--- src/rtl/asdfr_pkg.sv ---
// Shared types and constants for the converter slot router.
package asdfr_pkg;

    localparam int NUM_VITALS   = 4;
    localparam int NUM_SLOTS    = 8;
    localparam int MAX_LANES    = 4;
    localparam int BUFFER_DEPTH = 1023;

    localparam int SLOT_W    = 3;
    localparam int SAMPLE_W  = 24;
    localparam int VITAL_W   = 2;
    localparam int LANE_W    = 2;
    localparam int USED_W    = 3;
    localparam int SKIP_W    = 8;
    localparam int FILL_W    = 10;
    localparam int ENTRY_W   = 5;
    localparam int CFG_IDX_W = 2;
    localparam int CFG_W     = 40;

    localparam int SLOT_MAP_W = ENTRY_W * NUM_SLOTS;
    localparam int SKIPS_W    = SKIP_W * NUM_VITALS;
    localparam int BLENS_W    = FILL_W * NUM_VITALS;
    localparam int LPV_W      = USED_W * NUM_VITALS;
    localparam int ADDR_W     = (NUM_VITALS > 1) ? $clog2(NUM_VITALS) : 1;

    typedef enum logic [2:0] {
        ST_STORED   = 3'd0,
        ST_SKIPPED  = 3'd1,
        ST_OVERV    = 3'd2,
        ST_UNMAPPED = 3'd3,
        ST_FULL     = 3'd4
    } status_t;

    typedef enum logic [CFG_IDX_W-1:0] {
        CFG_SLOT_MAP    = 2'd0,
        CFG_SKIP_COUNTS = 2'd1,
        CFG_BUF_LENGTHS = 2'd2,
        CFG_LANES       = 2'd3
    } cfg_index_t;

    typedef struct packed {
        logic [SLOT_W-1:0]   slot;
        logic [SAMPLE_W-1:0] sample;
        logic                ov_flag;
    } in_item_t;

    typedef struct packed {
        status_t             status;
        logic [VITAL_W-1:0]  vital_id;
        logic [LANE_W-1:0]   lane_id;
        logic [FILL_W-1:0]   write_index;
        logic [SAMPLE_W-1:0] sample_out;
        logic                frame_done;
    } out_item_t;

    typedef struct packed {
        logic [SLOT_MAP_W-1:0] slot_map;
        logic [SKIPS_W-1:0]    skip_counts;
        logic [BLENS_W-1:0]    buffer_lengths;
        logic [LPV_W-1:0]      lanes_per_vital;
    } cfg_t;

    // One memory row per vital: its decimation counter and the fill counts of its lanes.
    typedef struct packed {
        logic [SKIP_W-1:0]                 skip_cnt;
        logic [MAX_LANES-1:0][FILL_W-1:0]  fill;
    } row_t;

    // Decoded reading as it waits for its memory row.
    typedef struct packed {
        status_t             pre_status;
        logic [VITAL_W-1:0]  vital;
        logic [LANE_W-1:0]   lane;
        logic [USED_W-1:0]   used;
        logic [SKIP_W-1:0]   skip;
        logic [FILL_W-1:0]   blen;
        logic [SAMPLE_W-1:0] sample;
    } dec_t;

endpackage

--- src/rtl/asdfr_decode.sv ---
// Slot map lookup and per-vital configuration selection for one reading.
module asdfr_decode
    import asdfr_pkg::*;
(
    input  in_item_t item,
    input  cfg_t     cfg,
    output dec_t     dec
);

    logic [ENTRY_W-1:0] entry;
    logic [VITAL_W-1:0] vital;
    logic [LANE_W-1:0]  lane;
    logic [USED_W-1:0]  used_raw;
    logic [USED_W-1:0]  used;
    logic [FILL_W-1:0]  blen_raw;
    logic               slot_ok;
    logic               vital_ok;

    assign slot_ok  = 32'(item.slot) < NUM_SLOTS;
    assign entry    = slot_ok ? cfg.slot_map[ENTRY_W*item.slot +: ENTRY_W] : '0;
    assign vital    = entry[LANE_W +: VITAL_W];
    assign lane     = entry[LANE_W-1:0];
    assign vital_ok = 32'(vital) < NUM_VITALS;

    always_comb begin
        used_raw = vital_ok ? cfg.lanes_per_vital[USED_W*vital +: USED_W] : '0;
        used     = (32'(used_raw) > MAX_LANES) ? USED_W'(MAX_LANES) : used_raw;
        blen_raw = vital_ok ? cfg.buffer_lengths[FILL_W*vital +: FILL_W] : '0;

        dec.vital  = vital;
        dec.lane   = lane;
        dec.used   = used;
        dec.skip   = vital_ok ? cfg.skip_counts[SKIP_W*vital +: SKIP_W] : '0;
        dec.blen   = (32'(blen_raw) > BUFFER_DEPTH) ? FILL_W'(BUFFER_DEPTH) : blen_raw;
        dec.sample = item.sample;

        if (item.ov_flag) begin
            dec.pre_status = ST_OVERV;
        end else if (!slot_ok || !entry[ENTRY_W-1] || !vital_ok
                     || {1'b0, lane} >= used) begin
            dec.pre_status = ST_UNMAPPED;
        end else begin
            dec.pre_status = ST_STORED;
        end
    end

endmodule

--- src/rtl/asdfr_state_ram.sv ---
// Per-vital state memory with registered read and row valid bits.
module asdfr_state_ram
    import asdfr_pkg::*;
(
    input  logic              aclk,
    input  logic              aresetn,
    input  logic              rd_en,
    input  logic [ADDR_W-1:0] rd_addr,
    output row_t              rd_data,
    input  logic              wr_en,
    input  logic [ADDR_W-1:0] wr_addr,
    input  row_t              wr_data
);

    row_t                  mem [NUM_VITALS];
    row_t                  rd_data_reg;
    logic                  rd_vld_reg;
    logic [NUM_VITALS-1:0] row_vld_reg;

    always_ff @(posedge aclk) begin
        if (wr_en) begin
            mem[wr_addr] <= wr_data;
        end
        if (rd_en) begin
            rd_data_reg <= mem[rd_addr];
        end
    end

    // A row never written since reset reads as all zero.
    always_ff @(posedge aclk) begin
        if (!aresetn) begin
            row_vld_reg <= '0;
            rd_vld_reg  <= 1'b0;
        end else begin
            if (wr_en) begin
                row_vld_reg[wr_addr] <= 1'b1;
            end
            if (rd_en) begin
                rd_vld_reg <= row_vld_reg[rd_addr];
            end
        end
    end

    assign rd_data = rd_vld_reg ? rd_data_reg : '0;

endmodule

--- src/rtl/asdfr_update.sv ---
// Decimation, lane fill and frame completion for one reading and its state row.
module asdfr_update
    import asdfr_pkg::*;
(
    input  dec_t      dec,
    input  row_t      cur_row,
    output row_t      new_row,
    output logic      wr_req,
    output out_item_t result
);

    always_comb begin
        logic [FILL_W-1:0] fill;
        logic              all_full;

        new_row  = cur_row;
        result   = '0;
        fill     = cur_row.fill[dec.lane];
        all_full = 1'b1;
        wr_req   = (dec.pre_status == ST_STORED);

        if (!wr_req) begin
            result.status = dec.pre_status;
        end else begin
            result.vital_id = dec.vital;
            result.lane_id  = dec.lane;
            if (cur_row.skip_cnt != dec.skip) begin
                new_row.skip_cnt = cur_row.skip_cnt + 1'b1;
                result.status    = ST_SKIPPED;
            end else begin
                new_row.skip_cnt = '0;
                if (fill < dec.blen) begin
                    result.status           = ST_STORED;
                    result.write_index      = fill;
                    result.sample_out       = dec.sample;
                    new_row.fill[dec.lane]  = fill + 1'b1;
                end else begin
                    result.status = ST_FULL;
                end

                // The frame completes when every used lane holds exactly the length.
                if (new_row.fill[dec.lane] == dec.blen) begin
                    for (int i = 0; i < MAX_LANES; i++) begin
                        if (USED_W'(i) < dec.used && new_row.fill[i] != dec.blen) begin
                            all_full = 1'b0;
                        end
                    end
                    if (all_full) begin
                        for (int i = 0; i < MAX_LANES; i++) begin
                            if (USED_W'(i) < dec.used) begin
                                new_row.fill[i] = '0;
                            end
                        end
                        result.frame_done = 1'b1;
                    end
                end
            end
        end
    end

endmodule

--- src/rtl/adc_slot_decimate_frame_router.sv ---
// Top level of the converter slot router: configuration, pipeline and forwarding.
//
//  Channel   Ports                          Direction  Payload
//  input     s_valid s_ready s_data         in         in_item_t (slot, sample, flag)
//  result    m_valid m_ready m_data         out        out_item_t (one per reading)
//  config    cfg_valid cfg_ready cfg_index  in         cfg_data, 40 bits
//
// One reading is taken every cycle unless the output stalls; each result passes through
// the stage and output registers. A vital's state row is read from memory at the transfer,
// updated and written back as the stage moves on, and forwarded to a following reading.
// Reset clears configuration and marks every state row invalid (it reads as zero).
// The update stage stalls while the output register holds a result that is not taken,
// and the input stalls with it.
module adc_slot_decimate_frame_router
    import asdfr_pkg::*;
(
    input  logic                 aclk,
    input  logic                 aresetn,

    input  logic                 s_valid,
    output logic                 s_ready,
    input  in_item_t             s_data,

    output logic                 m_valid,
    input  logic                 m_ready,
    output out_item_t            m_data,

    input  logic                 cfg_valid,
    output logic                 cfg_ready,
    input  cfg_index_t           cfg_index,
    input  logic [CFG_W-1:0]     cfg_data
);

    cfg_t               cfg_reg;
    dec_t               dec_next;
    dec_t               s1_reg;
    logic               s1_vld_reg;
    out_item_t          out_reg;
    logic               out_vld_reg;
    logic               fwd_vld_reg;
    logic [ADDR_W-1:0]  fwd_vital_reg;
    row_t               fwd_row_reg;
    row_t               ram_rd_data;
    row_t               cur_row;
    row_t               row_next;
    logic               wr_req;
    out_item_t          result_next;
    logic               s_fire;
    logic               s1_fire;
    logic               wr_en;

    assign cfg_ready = 1'b1;

    always_ff @(posedge aclk) begin
        if (!aresetn) begin
            cfg_reg <= '0;
        end else if (cfg_valid) begin
            unique case (cfg_index)
                CFG_SLOT_MAP:    cfg_reg.slot_map        <= cfg_data[SLOT_MAP_W-1:0];
                CFG_SKIP_COUNTS: cfg_reg.skip_counts     <= cfg_data[SKIPS_W-1:0];
                CFG_BUF_LENGTHS: cfg_reg.buffer_lengths  <= cfg_data[BLENS_W-1:0];
                CFG_LANES:       cfg_reg.lanes_per_vital <= cfg_data[LPV_W-1:0];
                default:         cfg_reg                 <= cfg_reg;
            endcase
        end
    end

    asdfr_decode u_decode (
        .item (s_data),
        .cfg  (cfg_reg),
        .dec  (dec_next)
    );

    assign s1_fire = s1_vld_reg && (!out_vld_reg || m_ready);
    assign s_ready = !s1_vld_reg || s1_fire;
    assign s_fire  = s_valid && s_ready;
    assign wr_en   = s1_fire && wr_req;

    asdfr_state_ram u_state_ram (
        .aclk    (aclk),
        .aresetn (aresetn),
        .rd_en   (s_fire),
        .rd_addr (ADDR_W'(dec_next.vital)),
        .rd_data (ram_rd_data),
        .wr_en   (wr_en),
        .wr_addr (ADDR_W'(s1_reg.vital)),
        .wr_data (row_next)
    );

    // The read issued at a transfer misses a write-back of the same edge; take it here.
    assign cur_row = (fwd_vld_reg && fwd_vital_reg == ADDR_W'(s1_reg.vital))
                     ? fwd_row_reg : ram_rd_data;

    asdfr_update u_update (
        .dec     (s1_reg),
        .cur_row (cur_row),
        .new_row (row_next),
        .wr_req  (wr_req),
        .result  (result_next)
    );

    always_ff @(posedge aclk) begin
        if (!aresetn) begin
            s1_vld_reg  <= 1'b0;
            out_vld_reg <= 1'b0;
            fwd_vld_reg <= 1'b0;
        end else begin
            if (s_fire) begin
                s1_vld_reg  <= 1'b1;
                fwd_vld_reg <= wr_en;
            end else if (s1_fire) begin
                s1_vld_reg <= 1'b0;
            end
            if (s1_fire) begin
                out_vld_reg <= 1'b1;
            end else if (m_ready) begin
                out_vld_reg <= 1'b0;
            end
        end
    end

    always_ff @(posedge aclk) begin
        if (s_fire) begin
            s1_reg        <= dec_next;
            fwd_vital_reg <= ADDR_W'(s1_reg.vital);
            fwd_row_reg   <= row_next;
        end
        if (s1_fire) begin
            out_reg <= result_next;
        end
    end

    assign m_valid = out_vld_reg;
    assign m_data  = out_reg;

endmodule
--- config.mk ---
export PLATFORM = sky130hd
export DESIGN_NAME = adc_slot_decimate_frame_router
export DESIGN_NICKNAME = d
export VERILOG_FILES = /design/src/rtl/asdfr_pkg.sv /design/src/rtl/asdfr_decode.sv /design/src/rtl/asdfr_state_ram.sv /design/src/rtl/asdfr_update.sv /design/src/rtl/adc_slot_decimate_frame_router.sv
export SDC_FILE = /design/constraint.sdc
export NUM_CORES = 1
export LEC_CHECK = 0
export ABC_CLOCK_PERIOD_IN_PS = 9100
export BUFFER_PORTS_ARGS = -buffer_cell sky130_fd_sc_hd__clkbuf_2
export CORE_UTILIZATION = 40
export DETAILED_ROUTE_END_ITERATION = 10
export SYNTH_ARGS = -nofsm -noshare
export SYNTH_HDL_FRONTEND = slang
export SYNTH_SLANG_ARGS = --single-unit
--- constraint.sdc ---
create_clock -name aclk -period 9.1 [get_ports aclk]
set_clock_uncertainty 0.15 [all_clocks]
set_input_delay 0.455 -clock aclk [delete_from_list [all_inputs] [get_ports aclk]]
set_output_delay 0.455 -clock aclk [all_outputs]
set_load 0.01 [all_outputs]
==> impl_metrics.env <==
export IMPL_htreeDepth=2
export IMPL_power_leakage_nw=10.2
export IMPL_synth_top_area_cell="edfxtp_1"
export IMPL_grt_pass1_vias=17000
export IMPL_port_buffers=118
export IMPL_syn_to_final_growth_pct=16.6
export IMPL_track_usage_pct=23.8
export IMPL_setup_viol=0
export IMPL_die_x_um=244
export IMPL_path_clk_slew_ps=60
export IMPL_gp_congestion=0.971
export IMPL_final_antenna_net_count=0
export IMPL_arrival_ps=8320
export IMPL_die_area_mm2=0.0598
export IMPL_avgViaCountPerCell=5.65
export IMPL_synthXorXnorAreaFrac_pct=2.36
export IMPL_crit_fanout=30
export IMPL_num_vias=18000
export IMPL_post_cts_setup_buffers=0
export IMPL_nFillCells=5351
export IMPL_drive_above_1_share_pct=13.1
export IMPL_fin_util_pct=47.4
export IMPL_met1_usage_pct=33.5
export IMPL_die_height_um=244
export IMPL_grt_max_degree=133
export IMPL_place_area_mm2=0.0250
export IMPL_cts_path_max_buffers=3
export IMPL_status="finished clean"
export IMPL_synth_edff_count=383
export IMPL_final_cell_area_mm2=0.0274
export IMPL_wl_per_cell_um=22.6
export IMPL_pin_count=120
export IMPL_synthTopCellsByArea="edfxtp_1, dfxtp_1, nand2_1, a21boi_0, and3_1"
export IMPL_ys_top_cells_by_count="nand2_1, edfxtp_1, dfxtp_1, clkbuf_1, a21boi_0"
export IMPL_cp_start_kind="flip-flop"
export IMPL_clk_insertion_delay_late_ps=660
export IMPL_fin_nets=2454
export IMPL_cts_sinks=515
export IMPL_pre_cts_slack_ps=1210
export IMPL_worstSetupEndpointType="flip-flop"
export IMPL_largest_register_ffs=192
export IMPL_yosysSeqAreaShare_pct=60.2
export IMPL_grt_ovfl_total=0
export IMPL_cts_buffers=55
export IMPL_yosysWarningCount=0
export IMPL_syn_num_nets=2312
export IMPL_drc=0
export IMPL_core_area_mm2=0.0579
export IMPL_initial_utilization_pct=40.6
export IMPL_maxSlewViolCount=0
export IMPL_yosys_cell_count_top_type="nand2_1"
export IMPL_tightest_slew_ps=1260
export IMPL_synth_simple_area_share_pct=18.0
export IMPL_avgSynthCellArea_um2=10.6
export IMPL_synth_top_family_by_area="simple AND/OR/NAND/NOR gates"
export IMPL_use_met3_pct=3.17
export IMPL_place_inst=3009
export IMPL_tns_ps=0
export IMPL_slew_headroom_pct=15.7
export IMPL_rows=88
export IMPL_wl_um=71800
export IMPL_drt_pass1_iter_count=6
export IMPL_tritoncts="yes"
export IMPL_maxCapViolations=0
export IMPL_timing_fmax_mhz=122
export IMPL_period_share_pct=89.8
export IMPL_path_class="reg -> reg"
export IMPL_hp_class="in -> reg"
export IMPL_dpl_hpwl_um=47500
export IMPL_grt_pass1_wl_um=107000
export IMPL_synth_seq_cells=515
export IMPL_synth_compound_area_share_pct=12.9
export IMPL_antenna_found_initial=0
export IMPL_hold_viol_final=0
export IMPL_synth_top_area_share_pct=48.9
export IMPL_layout_min_cycle_time_ps=8170
export IMPL_synthAdderAreaFrac_pct=0.692
export IMPL_peakVddDrop_mv=0.153
export IMPL_drtIter0Drc=1697
export IMPL_rsz0062_at_grt="no"
export IMPL_ys_types=81
export IMPL_ys_flop_type="edfxtp_1"
export IMPL_met2_usage_pct=37.3
export IMPL_synth_async_reset_ratio_pct=0
export IMPL_syn_instance_count=2224
export IMPL_synth_mux_area_share_pct=2.63
export IMPL_critPathRequiredTime_ps=9240
export IMPL_netlist_area_mm2=0.0235
export IMPL_grt_busiest_layer="met2"
export IMPL_worst_slack_ps=927
export IMPL_pwr_density_cell_mw_per_mm2=194
export IMPL_root_buffer="clkbuf_16"
export IMPL_fin_cells=3178
report_power, final:
part | switching (W) | leakage (nW) | internal [W]
registers | 0.0000447 | 4.90 | 0.00258
logic | 0.000314 | 4.40 | 0.000163
clock network | 0.000943 | 0.875 | 0.00127
total | 0.00130 | 10.2 | 0.00402
logic make-up (layout without fill, tap and decap cells):
kind of cell	after synthesis	after routing
other	1	2
muxes	39	39
DFF	515	515
xor gates and xnor gates	61	61
buffers and inverters	188	376
adders and majority gates	13	13
AOI/OAI and AO/OA	440	440
and+or+nand+nor	967	967
critical path, cell delays in order (launching register included):
cell	delay, ps
edfxtp_1	540
xnor2_2	190
buf_4	340
nand3_1	540
nand3_1	250
a21boi_0	460
mux4_2	460
inv_1	70
ha_1	290
nand2_1	90
a21oi_1	50
a221oi_1	720
nand2_1	280
o22ai_1	730
buf_4	350
mux2i_4	270
xnor2_1	90
or4_1	540
or4_1	710
nor3_4	440
buf_12	170
a211oi_1	100
metal layers:
layer  wire length, um  vias up  part of all wire (%)
met5                 0        -                     0
met4              2450        0                   3.4
met3              4660      132                   6.5
met2             32500      744                    45
met1             32200     8840                    45
li1                  -     8247                     -
placed cells by master, fill, tap and decap left out, types with 14 or more instances in the layout:
cell,Yosys,routed
clkbuf_16,0,55
o21a_1,14,14
nand3_1,24,24
nand4_1,20,20
inv_1,28,25
xnor2_1,50,49
clkinv_1,5,14
and3_1,109,107
mux4_2,17,17
a21oi_1,54,54
a211oi_1,31,31
a21boi_0,125,125
nor2_1,92,89
a31oi_1,93,93
nand2_1,646,646
buf_4,2,54
dlygate4sd3_1,0,65
edfxtp_1,383,383
o21ai_0,45,45
dfxtp_1,132,131
clkbuf_2,0,117
clkbuf_1,130,14
mux2i_1,19,17
layout make-up:
| class | count | area [um2] | area share, % |
|---|---|---|---|
| clock inverters | 30 | 317 | 1.15 |
| diodes | 1 | 2.50 | 0.00912 |
| well taps | 765 | 957 | 3.49 |
| repair buffers | 239 | 1690 | 6.15 |
| inverters | 34 | 135 | 0.493 |
| flip-flops and latches | 515 | 14100 | 51.6 |
| clock buffers | 73 | 1480 | 5.41 |
| multi-input cells | 1521 | 8700 | 31.7 |
what timing repair did:
action / in CTS / in global routing
hold endpoints to repair: 135 / 0
hold buffers: 65 / 0
gates resized for setup: 0 / 0
path summary, 6_finish.rpt:
path                             startpoint                         to  slack (ps)  depth (start not counted)
hold reg to reg   cfg_reg[120]$_SDFFE_PN0P_  cfg_reg[120]$_SDFFE_PN0P_         310                          2
setup / recovery       s1_reg[48]$_DFFE_PP_  fwd_row_reg[36]$_DFFE_PP_         930                         21
hold / removal                  cfg_data[3]   cfg_reg[55]$_SDFFE_PN0P_          60                          3
setup reg to reg       s1_reg[48]$_DFFE_PP_  fwd_row_reg[36]$_DFFE_PP_         930                         21
metrics by stage:
step                total power (W)  hold WS [ps]
finish                      0.00532          57.6
global route                0.00549          41.5
CTS                         0.00536          8.41
detailed placement          0.00312           306
global placement            0.00312           300
floorplan                   0.00294           290
Power figures use the tool's default switching activity.
